--- src/ddcb_pkg.sv ---
// Shared constants, types and codes for the DMA descriptor chain builder.
package ddcb_pkg;

  // Descriptor store geometry
  localparam int DESCS_PER_PAGE = 204;
  localparam int DESC_PAGES     = 4;
  localparam int DESC_BYTES     = 20;
  localparam int PAGE_BYTES     = 4096;
  localparam int PAGE_IDX_W     = 2;
  localparam int SLOT_OFS_W     = 12;

  // Byte offset of the first slot past the end of a descriptor page
  localparam logic [SLOT_OFS_W-1:0] PAGE_FULL_OFS = SLOT_OFS_W'(DESCS_PER_PAGE * DESC_BYTES);
  localparam logic [SLOT_OFS_W-1:0] DESC_STEP     = SLOT_OFS_W'(DESC_BYTES);
  localparam logic [63:0]           PAGE_STEP     = 64'(PAGE_BYTES);

  // Descriptor word flag values
  localparam logic [31:0] SIZE_WORD  = 32'(PAGE_BYTES) | 32'd7;
  localparam logic [63:0] ADDR_FLAGS = 64'd7;
  localparam logic [63:0] NEXT_FLAG  = 64'd2;
  localparam logic [63:0] NEXT_END   = 64'd3;
  localparam logic [63:0] NEXT_OVF   = 64'd2;

  // Result status codes
  localparam logic ST_DESC = 1'b0;
  localparam logic ST_OVERFLOW = 1'b1;

  // Configuration register indexes
  typedef enum logic [2:0] {
    CFG_LOOP_MODE,
    CFG_PAGES_IN_USE,
    CFG_BASE_0,
    CFG_BASE_1,
    CFG_BASE_2,
    CFG_BASE_3
  } cfg_idx_t;

  typedef struct packed {
    logic                         loop_mode;
    logic [2:0]                   pages_in_use;
    logic [DESC_PAGES-1:0][63:0]  base;
  } cfg_t;

  typedef struct packed {
    logic [63:0] block_addr;
    logic [5:0]  page_count;
    logic        last_block;
  } item_t;

  // Queue entry: the item plus its classification
  typedef struct packed {
    logic  no_pages;
    item_t item;
  } qent_t;

  typedef struct packed {
    logic  valid;
    qent_t ent;
  } head_t;

  localparam int QDEPTH  = 2;
  localparam int Q_PTR_W = 1;
  localparam int Q_CNT_W = 2;

  typedef enum logic [1:0] {
    SEQ_IDLE,
    SEQ_PAGE,
    SEQ_OVF,
    SEQ_CLOSE
  } seq_state_t;

endpackage

--- src/ddcb_ifs.sv ---
// Channel interfaces for block list input and descriptor output.
interface ddcb_block_if;
  logic        valid;
  logic        ready;
  logic [63:0] block_addr;
  logic [5:0]  page_count;
  logic        last_block;

  modport source(output valid, block_addr, page_count, last_block, input ready);
  modport sink(input valid, block_addr, page_count, last_block, output ready);
endinterface

interface ddcb_desc_if;
  logic        valid;
  logic        ready;
  logic [63:0] desc_location;
  logic [63:0] addr_word;
  logic [31:0] size_word;
  logic [63:0] next_word;
  logic        status;
  logic        end_of_run;

  modport source(output valid, desc_location, addr_word, size_word, next_word, status,
                 end_of_run, input ready);
  modport sink(input valid, desc_location, addr_word, size_word, next_word, status,
               end_of_run, output ready);
endinterface

--- src/ddcb_front.sv ---
// Front end: accepts block items, classifies them and queues them for the sequencer.
module ddcb_front (
  input  logic            clk,
  input  logic            rst,
  ddcb_block_if.sink      blocks,
  input  logic            pop,
  output ddcb_pkg::head_t head
);

  ddcb_pkg::qent_t                q [ddcb_pkg::QDEPTH];
  logic [ddcb_pkg::Q_PTR_W-1:0]   wr_ptr;
  logic [ddcb_pkg::Q_PTR_W-1:0]   rd_ptr;
  logic [ddcb_pkg::Q_CNT_W-1:0]   count;
  logic                           push;
  logic                           do_pop;
  ddcb_pkg::qent_t                ent_in;

  assign blocks.ready = (count != ddcb_pkg::Q_CNT_W'(ddcb_pkg::QDEPTH));
  assign push         = blocks.valid && blocks.ready;
  assign do_pop       = pop && (count != '0);

  // Classify on entry: an item with no pages only closes or skips
  always_comb begin
    ent_in.item.block_addr = blocks.block_addr;
    ent_in.item.page_count = blocks.page_count;
    ent_in.item.last_block = blocks.last_block;
    ent_in.no_pages        = (blocks.page_count == '0);
  end

  // Queue storage
  always_ff @(posedge clk) begin
    if (push) begin
      q[wr_ptr] <= ent_in;
    end
  end

  // Pointers and fill count
  always_ff @(posedge clk) begin
    if (rst) begin
      wr_ptr <= '0;
      rd_ptr <= '0;
      count  <= '0;
    end else begin
      if (push) begin
        wr_ptr <= wr_ptr + 1'b1;
      end
      if (do_pop) begin
        rd_ptr <= rd_ptr + 1'b1;
      end
      case ({push, do_pop})
        2'b10:   count <= count + 1'b1;
        2'b01:   count <= count - 1'b1;
        default: count <= count;
      endcase
    end
  end

  assign head.valid = (count != '0);
  assign head.ent   = q[rd_ptr];

endmodule

--- src/ddcb_back.sv ---
// Back end: walks the pages of each queued block and emits the linked descriptors.
module ddcb_back (
  input  logic                 clk,
  input  logic                 rst,
  input  ddcb_pkg::cfg_t       cfg,
  input  ddcb_pkg::head_t      head,
  output logic                 pop,
  ddcb_desc_if.source          descs
);

  ddcb_pkg::seq_state_t                 state, state_next;
  logic                                 held_valid, held_valid_next;
  logic [63:0]                          held_loc, held_loc_next;
  logic [63:0]                          held_addr, held_addr_next;
  logic [ddcb_pkg::PAGE_IDX_W-1:0]      pidx, pidx_next;
  logic [ddcb_pkg::SLOT_OFS_W-1:0]      slot_ofs, slot_ofs_next;
  logic                                 halted, halted_next;
  logic [5:0]                           pg, pg_next;
  logic [63:0]                          cur_addr, cur_addr_next;

  // Output register
  logic        o_valid, o_valid_next;
  logic [63:0] o_loc, o_aw, o_nw;
  logic [31:0] o_sw;
  logic        o_st, o_end;

  // Result to load this cycle
  logic        emit;
  logic [63:0] e_loc, e_aw, e_nw;
  logic [31:0] e_sw;
  logic        e_st, e_end;

  logic                             ok;
  logic [2:0]                       usable;
  logic                             at_full;
  logic                             no_room;
  logic [ddcb_pkg::PAGE_IDX_W-1:0]  pidx_adv;
  logic [ddcb_pkg::SLOT_OFS_W-1:0]  slot_adv;
  logic [63:0]                      loc;
  logic [5:0]                       pg_inc;
  logic                             last_pg;
  logic                             last;

  assign ok   = !o_valid || descs.ready;
  assign last = head.ent.item.last_block;

  // Usable descriptor pages, clamped to one..DESC_PAGES
  always_comb begin
    if (cfg.pages_in_use == 3'd0) begin
      usable = 3'd1;
    end else if (cfg.pages_in_use > 3'(ddcb_pkg::DESC_PAGES)) begin
      usable = 3'(ddcb_pkg::DESC_PAGES);
    end else begin
      usable = cfg.pages_in_use;
    end
  end

  // Slot placement for the next descriptor
  assign at_full  = (slot_ofs == ddcb_pkg::PAGE_FULL_OFS);
  assign no_room  = at_full && (({1'b0, pidx} + 3'd1) >= usable);
  assign pidx_adv = at_full ? pidx + 1'b1 : pidx;
  assign slot_adv = at_full ? '0 : slot_ofs;
  assign loc      = cfg.base[pidx_adv] + {{(64 - ddcb_pkg::SLOT_OFS_W){1'b0}}, slot_adv};
  assign pg_inc   = pg + 6'd1;
  assign last_pg  = (pg_inc == head.ent.item.page_count);

  // Sequencer next state and results
  always_comb begin
    state_next      = state;
    held_valid_next = held_valid;
    held_loc_next   = held_loc;
    held_addr_next  = held_addr;
    pidx_next       = pidx;
    slot_ofs_next   = slot_ofs;
    halted_next     = halted;
    pg_next         = pg;
    cur_addr_next   = cur_addr;
    pop             = 1'b0;
    emit            = 1'b0;
    e_loc           = held_loc;
    e_aw            = held_addr | ddcb_pkg::ADDR_FLAGS;
    e_sw            = ddcb_pkg::SIZE_WORD;
    e_nw            = ddcb_pkg::NEXT_OVF;
    e_st            = ddcb_pkg::ST_DESC;
    e_end           = 1'b0;

    case (state)
      ddcb_pkg::SEQ_IDLE: begin
        if (head.valid) begin
          if (halted) begin
            pop = 1'b1;
            if (last) begin
              held_valid_next = 1'b0;
              pidx_next       = '0;
              slot_ofs_next   = '0;
              halted_next     = 1'b0;
            end
          end else if (head.ent.no_pages) begin
            if (last && held_valid) begin
              state_next = ddcb_pkg::SEQ_CLOSE;
            end else begin
              pop = 1'b1;
              if (last) begin
                held_valid_next = 1'b0;
                pidx_next       = '0;
                slot_ofs_next   = '0;
              end
            end
          end else begin
            cur_addr_next = head.ent.item.block_addr;
            pg_next       = '0;
            state_next    = ddcb_pkg::SEQ_PAGE;
          end
        end
      end

      ddcb_pkg::SEQ_PAGE: begin
        if (ok) begin
          if (no_room) begin
            if (held_valid) begin
              // Close the held descriptor, overflow result goes next
              emit            = 1'b1;
              e_nw            = ddcb_pkg::NEXT_OVF;
              held_valid_next = 1'b0;
              state_next      = ddcb_pkg::SEQ_OVF;
            end else begin
              emit        = 1'b1;
              e_loc       = '0;
              e_aw        = '0;
              e_sw        = '0;
              e_nw        = '0;
              e_st        = ddcb_pkg::ST_OVERFLOW;
              e_end       = 1'b1;
              halted_next = 1'b1;
              pop         = 1'b1;
              state_next  = ddcb_pkg::SEQ_IDLE;
              if (last) begin
                pidx_next     = '0;
                slot_ofs_next = '0;
                halted_next   = 1'b0;
              end
            end
          end else begin
            // Link the held descriptor to this one, then hold this one
            if (held_valid) begin
              emit  = 1'b1;
              e_nw  = loc | ddcb_pkg::NEXT_FLAG;
              e_end = last_pg && !last;
            end
            held_valid_next = 1'b1;
            held_loc_next   = loc;
            held_addr_next  = cur_addr;
            pidx_next       = pidx_adv;
            slot_ofs_next   = slot_adv + ddcb_pkg::DESC_STEP;
            cur_addr_next   = cur_addr + ddcb_pkg::PAGE_STEP;
            pg_next         = pg_inc;
            if (last_pg) begin
              if (last) begin
                state_next = ddcb_pkg::SEQ_CLOSE;
              end else begin
                pop        = 1'b1;
                state_next = ddcb_pkg::SEQ_IDLE;
              end
            end
          end
        end
      end

      ddcb_pkg::SEQ_OVF: begin
        if (ok) begin
          emit        = 1'b1;
          e_loc       = '0;
          e_aw        = '0;
          e_sw        = '0;
          e_nw        = '0;
          e_st        = ddcb_pkg::ST_OVERFLOW;
          e_end       = 1'b1;
          halted_next = 1'b1;
          pop         = 1'b1;
          state_next  = ddcb_pkg::SEQ_IDLE;
          if (last) begin
            pidx_next     = '0;
            slot_ofs_next = '0;
            halted_next   = 1'b0;
          end
        end
      end

      ddcb_pkg::SEQ_CLOSE: begin
        if (ok) begin
          emit            = 1'b1;
          e_nw            = cfg.loop_mode ? (cfg.base[0] | ddcb_pkg::NEXT_FLAG)
                                          : ddcb_pkg::NEXT_END;
          e_end           = 1'b1;
          held_valid_next = 1'b0;
          pidx_next       = '0;
          slot_ofs_next   = '0;
          halted_next     = 1'b0;
          pop             = 1'b1;
          state_next      = ddcb_pkg::SEQ_IDLE;
        end
      end

      default: begin
        state_next = ddcb_pkg::SEQ_IDLE;
      end
    endcase

    if (emit) begin
      o_valid_next = 1'b1;
    end else if (descs.ready) begin
      o_valid_next = 1'b0;
    end else begin
      o_valid_next = o_valid;
    end
  end

  // Control state
  always_ff @(posedge clk) begin
    if (rst) begin
      state      <= ddcb_pkg::SEQ_IDLE;
      held_valid <= 1'b0;
      pidx       <= '0;
      slot_ofs   <= '0;
      halted     <= 1'b0;
      o_valid    <= 1'b0;
    end else begin
      state      <= state_next;
      held_valid <= held_valid_next;
      pidx       <= pidx_next;
      slot_ofs   <= slot_ofs_next;
      halted     <= halted_next;
      o_valid    <= o_valid_next;
    end
  end

  // Payload registers
  always_ff @(posedge clk) begin
    held_loc  <= held_loc_next;
    held_addr <= held_addr_next;
    pg        <= pg_next;
    cur_addr  <= cur_addr_next;
    if (emit) begin
      o_loc <= e_loc;
      o_aw  <= e_aw;
      o_sw  <= e_sw;
      o_nw  <= e_nw;
      o_st  <= e_st;
      o_end <= e_end;
    end
  end

  assign descs.valid         = o_valid;
  assign descs.desc_location = o_loc;
  assign descs.addr_word     = o_aw;
  assign descs.size_word     = o_sw;
  assign descs.next_word     = o_nw;
  assign descs.status        = o_st;
  assign descs.end_of_run    = o_end;

endmodule

--- src/dma_descriptor_chain_builder.sv ---
// Top level: configuration registers, block queue and descriptor sequencer.
// Flow: an accepted block is registered in the queue; after a setup step in the idle state each
//   page is placed in the page state, its descriptor appearing when the following page is placed.
// Throughput: one page per cycle while the output can take a result; the close and overflow
//   results have states of their own; halted blocks, and empty ones closing no chain, pop from idle.
// Reset (synchronous, rst high) empties the queue, clears the chain and loads register
//   defaults: loop mode on, four descriptor pages, all page bases zero.
module dma_descriptor_chain_builder (
  input  logic        clk,
  input  logic        rst,
  ddcb_block_if.sink  blocks,
  ddcb_desc_if.source descs,
  input  logic        cfg_we,
  input  logic [2:0]  cfg_index,
  input  logic [63:0] cfg_data
);

  ddcb_pkg::cfg_t  cfg;
  ddcb_pkg::head_t head;
  logic            pop;

  // Configuration registers
  always_ff @(posedge clk) begin
    if (rst) begin
      cfg.loop_mode    <= 1'b1;
      cfg.pages_in_use <= 3'(ddcb_pkg::DESC_PAGES);
      cfg.base         <= '0;
    end else if (cfg_we) begin
      case (ddcb_pkg::cfg_idx_t'(cfg_index))
        ddcb_pkg::CFG_LOOP_MODE:    cfg.loop_mode    <= cfg_data[0];
        ddcb_pkg::CFG_PAGES_IN_USE: cfg.pages_in_use <= cfg_data[2:0];
        ddcb_pkg::CFG_BASE_0:       cfg.base[0]      <= cfg_data;
        ddcb_pkg::CFG_BASE_1:       cfg.base[1]      <= cfg_data;
        ddcb_pkg::CFG_BASE_2:       cfg.base[2]      <= cfg_data;
        ddcb_pkg::CFG_BASE_3:       cfg.base[3]      <= cfg_data;
        default: begin
        end
      endcase
    end
  end

  ddcb_front u_front (
    .clk    (clk),
    .rst    (rst),
    .blocks (blocks),
    .pop    (pop),
    .head   (head)
  );

  ddcb_back u_back (
    .clk   (clk),
    .rst   (rst),
    .cfg   (cfg),
    .head  (head),
    .pop   (pop),
    .descs (descs)
  );

`ifndef SYNTHESIS
  // Overflow results carry zero words and always end the run
  a_ovf_shape: assert property (@(posedge clk) disable iff (rst)
    descs.valid && (descs.status == ddcb_pkg::ST_OVERFLOW) |->
      (descs.next_word == '0) && (descs.addr_word == '0) && descs.end_of_run)
    else $error("overflow result not well formed");

  // Descriptor results carry flagged address, size and next words
  a_desc_words: assert property (@(posedge clk) disable iff (rst)
    descs.valid && (descs.status == ddcb_pkg::ST_DESC) |->
      (descs.addr_word[2:0] == 3'b111) && (descs.size_word == ddcb_pkg::SIZE_WORD) &&
      descs.next_word[1])
    else $error("descriptor words missing flags");

  // The sequencer never pops an empty queue
  a_pop_head: assert property (@(posedge clk) disable iff (rst)
    pop |-> head.valid)
    else $error("queue popped while empty");
`endif

endmodule
--- src/flat_wrapper.sv ---
// flat-port wrapper written by rule: the top's interface ports become plain ports
module dma_descriptor_chain_builder_flat 
  (clk, rst, cfg_we, cfg_index, cfg_data, blocks_valid, blocks_block_addr, blocks_page_count, blocks_last_block, blocks_ready, descs_valid, descs_desc_location, descs_addr_word, descs_size_word, descs_next_word, descs_status, descs_end_of_run, descs_ready);
  ddcb_block_if blocks_i ();
  ddcb_desc_if descs_i ();
  input  logic clk;
  input  logic rst;
  input  logic cfg_we;
  input  logic [2:0] cfg_index;
  input  logic [63:0] cfg_data;
  input wire logic [$bits(blocks_i.valid)-1:0] blocks_valid;
  input wire logic [$bits(blocks_i.block_addr)-1:0] blocks_block_addr;
  input wire logic [$bits(blocks_i.page_count)-1:0] blocks_page_count;
  input wire logic [$bits(blocks_i.last_block)-1:0] blocks_last_block;
  output wire logic [$bits(blocks_i.ready)-1:0] blocks_ready;
  output wire logic [$bits(descs_i.valid)-1:0] descs_valid;
  output wire logic [$bits(descs_i.desc_location)-1:0] descs_desc_location;
  output wire logic [$bits(descs_i.addr_word)-1:0] descs_addr_word;
  output wire logic [$bits(descs_i.size_word)-1:0] descs_size_word;
  output wire logic [$bits(descs_i.next_word)-1:0] descs_next_word;
  output wire logic [$bits(descs_i.status)-1:0] descs_status;
  output wire logic [$bits(descs_i.end_of_run)-1:0] descs_end_of_run;
  input wire logic [$bits(descs_i.ready)-1:0] descs_ready;
  assign blocks_i.valid = blocks_valid;
  assign blocks_i.block_addr = blocks_block_addr;
  assign blocks_i.page_count = blocks_page_count;
  assign blocks_i.last_block = blocks_last_block;
  assign blocks_ready = blocks_i.ready;
  assign descs_valid = descs_i.valid;
  assign descs_desc_location = descs_i.desc_location;
  assign descs_addr_word = descs_i.addr_word;
  assign descs_size_word = descs_i.size_word;
  assign descs_next_word = descs_i.next_word;
  assign descs_status = descs_i.status;
  assign descs_end_of_run = descs_i.end_of_run;
  assign descs_i.ready = descs_ready;
  dma_descriptor_chain_builder u_core (.clk(clk), .rst(rst), .blocks(blocks_i), .descs(descs_i), .cfg_we(cfg_we), .cfg_index(cfg_index), .cfg_data(cfg_data));
endmodule
--- config.mk ---
export PLATFORM = sky130hd
export DESIGN_NAME = dma_descriptor_chain_builder_flat
export DESIGN_NICKNAME = d
export VERILOG_FILES = /design/src/ddcb_pkg.sv /design/src/ddcb_ifs.sv /design/src/ddcb_front.sv /design/src/ddcb_back.sv /design/src/dma_descriptor_chain_builder.sv /design/src/flat_wrapper.sv
export SDC_FILE = /design/constraint.sdc
export NUM_CORES = 1
export LEC_CHECK = 0
export BUFFER_PORTS_ARGS = -buffer_cell sky130_fd_sc_hd__buf_2
export CORE_AREA = 2 2 293 411
export CTS_BUF_LIST = sky130_fd_sc_hd__clkbuf_8 sky130_fd_sc_hd__clkbuf_16
export CTS_CLUSTER_DIAMETER = 120
export DETAILED_ROUTE_END_ITERATION = 16
export DIE_AREA = 0 0 295 413
export PLACE_DENSITY_LB_ADDON = 0.3
export SETUP_SLACK_MARGIN = 0.5
export SYNTH_ARGS = -nofsm -noshare
export SYNTH_HDL_FRONTEND = slang
export SYNTH_SLANG_ARGS = --single-unit
--- constraint.sdc ---
create_clock -name clk -period 7.2 [get_ports clk]
set_input_delay 1.08 -clock clk [delete_from_list [all_inputs] [get_ports clk]]
set_output_delay 1.08 -clock clk [all_outputs]
set_load 0.02 [all_outputs]
After elaboration in Yosys (flattened, before gate mapping)
Memories as Yosys holds them, arrays and structs flattened. A register that Yosys moved wholly into a read port is not among the register bits.
Index checks and enable logic that the tools add are counted.
{"block": "totals", "inputBits": 143, "rom_bits": 0, "ramBits": 144, "word_cells": 216, "latchBits": 0, "memories": 1, "register_bits": 707}
{"memory": "u_core.u_front.q", "depth": 2, "word_bits": 72, "read_ports": 1, "rd_ports_with_merged_regs": 1, "wr": 1, "line_no": "ddcb_front.sv:10", "rtl": "ddcb_pkg::qent_t q [ddcb_pkg::QDEPTH];"}
{"block": "classes", "n_shift": 0, "magnitude_cmp": 3, "mul": 0, "addsub": 10, "reduce_logical": 30, "n_div": 0, "bitwise_logic": 1, "mux": 118, "n_eq_ne": 28}
{"op": "$mux 64", "count": 19}
{"op": "$pmux 64 s2", "count": 3}
{"op": "$pmux 64 s3", "count": 1}
{"op": "$mux 12", "count": 11}
{"op": "$bmux 64 s2", "count": 1}
{"op": "$add 64x12->64", "count": 1}
{"op": "$add 64x13->64 const B", "count": 1}
{"op": "$mux 13", "count": 4}
{"op": "$pmux 12 s4", "count": 1}
{"op": "$mux 2", "count": 22}
{"op": "$mux 1", "count": 38}
{"op": "$mux 6", "count": 5}
{"op": "$pmux 13 s2", "count": 1}
{"op": "$reduce_and 6->1", "count": 4}
{"op": "$ne 2x2->1 const B", "count": 9}
{"op": "$add 12x5->12 const B", "count": 1}
{"op": "$eq 12x12->1 const B", "count": 1}
{"op": "$ne 3x3->1 const B", "count": 4}
{"op": "$pmux 6 s2", "count": 1}
{"op": "$reduce_and 2->1", "count": 6}
{"op": "$pmux 2 s4", "count": 1}
{"op": "$reduce_bool 2->1", "count": 4}
{"op": "$reduce_and 7->1", "count": 1}
{"op": "$add 6x1->6 const B", "count": 1}
{"op": "other kinds (31)", "count": 49}

Longest topological paths before layout
{"block": "depth", "depth_word": 11, "mapped_depth": 23, "ltp_nobuf": 18}

By module
A second synthesis with hierarchy kept.
{"block": "unflattened", "cells_unflattened": 2989, "hier_area_um2": 38483.2}
{"mod": "ddcb_back", "area_per_inst_um2": 22795.6, "cells_each": 1821, "instances": 1, "seq_area_each_um2": 11911.4}
{"mod": "dma_descriptor_chain_builder", "area_per_inst_um2": 10277.4, "cells_each": 918, "instances": 1, "seq_area_each_um2": 5205.0}
{"mod": "ddcb_front", "area_per_inst_um2": 5410.2, "cells_each": 250, "instances": 1, "seq_area_each_um2": 4424.2}

Least setup slack after synthesis
OpenSTA, ideal clock, no wires.
{"block": "synth_timing", "path_kind": "reg-to-reg", "startpoint": "reg u_core.u_back.slot_ofs[2] (netlist name)", "endpoint": "reg u_core.u_back.held_addr[10], enable pin", "slack_ns": -0.097, "period_less_slack_ns": 7.297, "setup_ns": 0.611, "stages_incl_launch_ff": 10, "t_arrival_ns": 6.686, "path_cell_list": "dfxtp_1 -> inv_1 -> ha_1 -> nand4_2 -> nor3_2 -> buf_2 -> buf_1 -> nand2_1 -> nand2_1 -> nor2_1"}
{"block": "synth_via", "elab_chain_cells": 4}
{"element": "from (decl)", "line_no": "ddcb_back.sv:16", "rtl": "logic [ddcb_pkg::SLOT_OFS_W-1:0] slot_ofs, slot_ofs_next;"}
{"element": "from (signal assigned)", "line_no": "ddcb_back.sv:231", "rtl": "slot_ofs <= slot_ofs_next;"}
{"element": "$eq 12x12->1", "line_no": "ddcb_back.sv:59", "rtl": "assign at_full = (slot_ofs == ddcb_pkg::PAGE_FULL_OFS);"}
{"element": "$logic_and 1x1->1", "line_no": "ddcb_back.sv:60", "rtl": "assign no_room = at_full && (({1'b0, pidx} + 3'd1) >= usable);"}
{"element": "$not 1->1 (no line)"}
{"element": "$reduce_and 3->1 (no line)"}
{"element": "to (signal assigned)", "line_no": "ddcb_back.sv:240", "rtl": "held_addr <= held_addr_next;"}
{"element": "to (decl)", "line_no": "ddcb_back.sv:14", "rtl": "logic [63:0] held_addr, held_addr_next;"}
Every way passes these cells.
A chain may end at the register's enable or synchronous reset.

Final worst setup path
{"block": "layout_timing", "startpoint": "reg u_core.u_back.slot_ofs[1] (netlist name)", "endpoint": "reg u_core.u_back.o_nw[51], in the netlist u_core.u_back.descs.next_word[51] (data pin)"}
{"block": "layout_via", "elab_chain_cells": 9}
{"element": "$eq 12x12->1", "line_no": "ddcb_back.sv:59"}
{"element": "$mux 2", "line_no": "ddcb_back.sv:61", "rtl": "assign pidx_adv = at_full ? pidx + 1'b1 : pidx;"}
{"element": "$bmux 64 s2", "line_no": "ddcb_back.sv:63", "rtl": "assign loc = cfg.base[pidx_adv] + {{(64 - ddcb_pkg::SLOT_OFS_W){1'b0}}, slot_adv};"}
{"element": "$mux 64 (not written as such)", "line_no": "ddcb_back.sv:63"}
{"element": "$add 64x12->64 *", "line_no": "ddcb_back.sv:63"}
{"element": "net u_core.u_back.loc[51]", "line_no": "ddcb_back.sv:39", "rtl": "logic [63:0] loc;"}
{"element": "$mux 64 *", "line_no": "ddcb_back.sv:145", "rtl": "if (held_valid) begin"}
{"element": "$mux 64 *", "line_no": "ddcb_back.sv:119", "rtl": "if (no_room) begin"}
{"element": "$mux 64 *", "line_no": "ddcb_back.sv:118", "rtl": "if (ok) begin"}
{"element": "$pmux 64 s3 *", "line_no": "ddcb_back.sv:87", "rtl": "case (state)"}
{"element": "net u_core.u_back.e_nw[51]", "line_no": "ddcb_back.sv:29", "rtl": "logic [63:0] e_loc, e_aw, e_nw;"}
{"element": "to (signal assigned)", "line_no": "ddcb_back.sv:247", "rtl": "o_nw <= e_nw;"}
{"element": "to (decl)", "line_no": "ddcb_back.sv:23", "rtl": "logic [63:0] o_loc, o_aw, o_nw;"}
Mark *: on every way through the listed nets, which the timed path passes. The rest lies on a longest branch. The select of a mux whose other input is x is not followed.

==> results.md <==
- The flow ran to the end, and the final reports show no timing, DRC or antenna violations.
- The pin count of the biggest net entering global routing is 135.
- The cts-stage hold buffer count is 0.
- The placer congestion estimate is about 0.85.
- The worst setup path is launched from a register.
- The synthesis-to-finish area growth is 17.81%.
- Averaged over all synthesized cells, the footprint is approximately 11 µm².
- The total count of max-transition violations in the final report came to 0.
- The die outline area is 0.1218 mm².
- The clock root buffer is clkbuf_16.
- For this run, the total global-route usage over all layers was measured as 0.1685.
- Yosys mapped a number of flops with a built-in enable equal to between 500 and 600.
- The min-delay analysis places its worst path in the category reg -> reg.
- The dominant synthesized flop cell is edfxtp_1.
- After global routing the overflow that remains totals 0.
- After detailed routing, the total wire length is approximately 110,000 µm.
- The final net count is around 3,600.
- In this run, post-CTS repair resized a total of 0 instances.
- The count of endpoints failing setup in the final report is 0.
- The routed layout has 24,820 vias.
- In this run, distinct cell masters in the synthesized netlist total roughly 80.
- The clock skew after layout is around 28 ps.
- The initial utilization of the core area, before any placement, comes to 0.2981.
- The critical path required time is 7630 ps.
- At the later pin of the worst-skew pair, clock insertion delay measures ~690 ps.
- For the final routed database, the setup TNS stands at 0 ps.
- In the post-synthesis netlist, the biggest area contributors are edfxtp_1 44%, dfxtp_1 16%, nand2_1 6.7%.
- The clock passes through at most 3 buffers.
- Detailed placement ended at an HPWL of between 60,000 and 70,000 µm.
- The I/O pin total is roughly 370.
- After detailed routing, the number of remaining DRC violations is 0.
- The critical setup path kind is reg -> reg.
- The detail route stage leaves a number of antenna-violating nets equal to 0.
- Input and output buffers added on the ports amount to 339.
- The hold violation count in the final report was 0.
- At the placement stage, the worst setup path has a slack of around 1100 ps.
- The wire length of the first global-routing pass is roughly 150,000 µm.
- The first-pass detailed-route iteration total is 5.
- Of the total power, registers draw 0.470.
- The top cell types in the final layout, fill and taps aside, are 631 x nand2_1, 522 x edfxtp_1, 338 x buf_2, 295 x a21oi_1, 282 x dfxtp_1.
- CTS built an H-tree with a depth of 3.
- The synthesized instance count is about 3,100.
- The DRC marker count from the first detailed-route iteration is roughly 1,700.
- The share of total power dissipated in combinational logic is 0.178.
- The share of the synthesized area in the top cell type is 0.4441.
- After floorplanning, the core was divided into 150 placement rows.
- Setup slack on the critical path of the routed design comes to 1053 ps.
- The number of clock buffers added by TritonCTS is 86.
- The most common library cell in the layout ignoring fill and taps is nand2_1.
- The arrival time of the worst setup path is roughly 6600 ps.
- Of the synthesized area, sequential elements account for 0.6052.
- The worst path needs between 6000 and 7000 ps of the cycle, external delays included.
- The number of post-CTS setup repair buffers is 0.
- Timing would allow up to roughly 0.16 GHz.
- The height of the die is approximately 410 µm.
- The design draws 0.01366 W.
- The share of the clock period used by the worst path is 0.8538.
- The area of the mapped netlist is approximately 0.035 mm².
- The number of antenna violations at the first check in global routing is 33.
- The nature of the critical path endpoint is a register.
- The core box area is approximately 0.12 mm².
- The count of synthesis-stage warnings from yosys is 0.
- The clock net sink count is 806.
- Of the total power, the clock network draws 0.353.
- In this run the static leakage power is approximately 14 nW.
- The total power divided by cell area is ~330 mW/mm².
- The proportion of total power due to net switching is 0.2923.
- The mean number of vias per cell is approximately 5.
- Measured against its own limit, the worst slew margin works out to 0.2680.
- Internal power comes to 0.009664 W.
- The share of layout cells above drive strength 1 is 0.1849.
- For this design the total switching power over the nets is roughly 0.004 W.
- In this run the worst path has a maximum fanout of 15.
- Setup repair after global routing left no endpoint under its margin.
- The width of the chip is slightly below 300 µm.
- The via count of the first global-routing pass is about 24,000.
- Across the VDD grid, the largest voltage drop is about 0.24 mV.
- The number of max-cap violations is 0.
- Clock-pin slew was measured on the worst setup and hold paths at 70 ps.
- Counting flops and latches in the post-synthesis netlist gives 806.
- The pin slew with the least headroom to its limit is around 1100 ps.
- TritonCTS built the clock tree.
- The detailed-route wire length per cell is about 21 µm.
- The top cell type by total area after synthesis is edfxtp_1.
- Of all flip-flops after synthesis, the portion carrying an async set or reset was 0.
registers in the layout, summed over array words and instances (netlist names), named ones only:
| signal | count |
|---|---|
| u_core.u_front.rd_ptr | 1 |
| u_core.u_back.descs.end_of_run | 1 |
| u_core.u_back.descs.addr_word | 62 |
| u_core.u_front.wr_ptr | 1 |
| u_core.cfg | 260 |
| u_core.u_back.halted | 1 |
| u_core.u_back.descs.desc_location | 64 |
| u_core.u_back.held_addr | 61 |
| u_core.u_back.descs.valid | 1 |
| u_core.u_front.count | 2 |
| u_core.u_back.descs.status | 1 |
| u_core.u_back.pg | 6 |
| u_core.u_back.held_valid | 1 |
| u_core.u_front.q | 138 |
| u_core.u_back.cur_addr | 61 |
| u_core.u_back.held_loc | 64 |
| u_core.u_back.descs.next_word | 64 |
| u_core.u_back.state | 2 |
| u_core.u_back.slot_ofs | 12 |
| u_core.u_back.pidx | 2 |
power by group through the flow:
| stage | combinational [W] | sequential (W) | clock (W) |
|---|---|---|---|
| CTS | 0.00251 | 0.00643 | 0.00496 |
| floorplan | 0.00150 | 0.00660 | 0 |
| global route | 0.00270 | 0.00649 | 0.00512 |
| detailed placement | 0.00249 | 0.00652 | 0 |
| global placement | 0.00247 | 0.00651 | 0 |
| finish | 0.00243 | 0.00641 | 0.00482 |
cells in the mapped netlist (27+ instances only):
| cell | instances |
|---|---|
| a21oi_1 | 295 |
| a22o_1 | 31 |
| a22oi_1 | 47 |
| and2_1 | 142 |
| and3_1 | 27 |
| buf_4 | 42 |
| clkbuf_1 | 149 |
| dfxtp_1 | 284 |
| edfxtp_1 | 522 |
| inv_1 | 27 |
| mux2i_1 | 129 |
| mux4_2 | 40 |
| nand2_1 | 631 |
| nand3_1 | 51 |
| nand4_1 | 31 |
| nor2_1 | 114 |
| nor3_1 | 38 |
| o21ai_0 | 67 |
| xnor2_1 | 75 |
| xor2_1 | 44 |
metal layers:
metal  up-vias  global-route usage  share of wire
li1      11810                   -              -
met1     12070              0.1919           0.39
met2       714              0.3024           0.51
met3       199             0.04011          0.066
met4        32             0.06518          0.030
met5         -                   0         0.0018
worst max-delay path, stage by stage (launching register included):
cell and delay (ps):
dfxtp_1 340, nand4bb_1 530, or3_1 700, nand2_1 120, buf_4 310, mux4_2 550
ha_1 370, o21ai_0 110, a211oi_1 210, o21ai_0 190, a311oi_1 260, buf_4 220
or2_2 290, nand3_1 690, nor4_1 600, xnor2_1 150, a22o_1 220
area by class of cell:
class	instances	area [µm²]
sequential	806	21370
clock buffer	90	2241
inverter	29	116.4
tap	1596	1997
timing repair buffer	389	2081
antenna	12	30.03
clock inverter	67	812.0
multi-input combinational	2085	12940
fill	11800	76840
logic make-up (layout without fill, tap and decap cells):
kind of cell / count (synthesis) / after routing / synth area share
XOR/XNOR: 120 / 120 / 0.03017
AND/OR/NAND/NOR: 1140 / 1140 / 0.1489
flip-flops: 806 / 806 / 0.6052
AO/OA/AOI/OAI: 590 / 590 / 0.1060
adder cells (fa/ha/maj): 26 / 26 / 0.009429
multiplexers: 181 / 181 / 0.06593
other: 1 / 40 / 0.0001062
buffers and inverters: 261 / 575 / 0.03435
path summary, 6_finish.rpt:
kind,depth (start not counted),start,slack (ps),endpoint
max,16,u_core.u_back.slot_ofs[1],1050,u_core.u_back.descs.next_word[51]
min,0,u_core.u_back.cur_addr[9],420,u_core.u_back.held_addr[9]
max reg2reg,16,u_core.u_back.slot_ofs[1],1050,u_core.u_back.descs.next_word[51]
min reg2reg,0,u_core.u_back.cur_addr[9],420,u_core.u_back.held_addr[9]
metrics by stage:
stage,area [µm²],hold WS [ps],instances,util
floorplan,35400,400.3,3152,-
CTS,41550,420.8,5062,0.3509
detailed placement,38500,407.4,4905,0.3251
global placement,38500,401.9,4905,0.3251
global route,41560,426.8,5066,0.3510
finish,41580,419.2,5074,0.3511
Note: power is estimated with default switching activity, not from simulation.
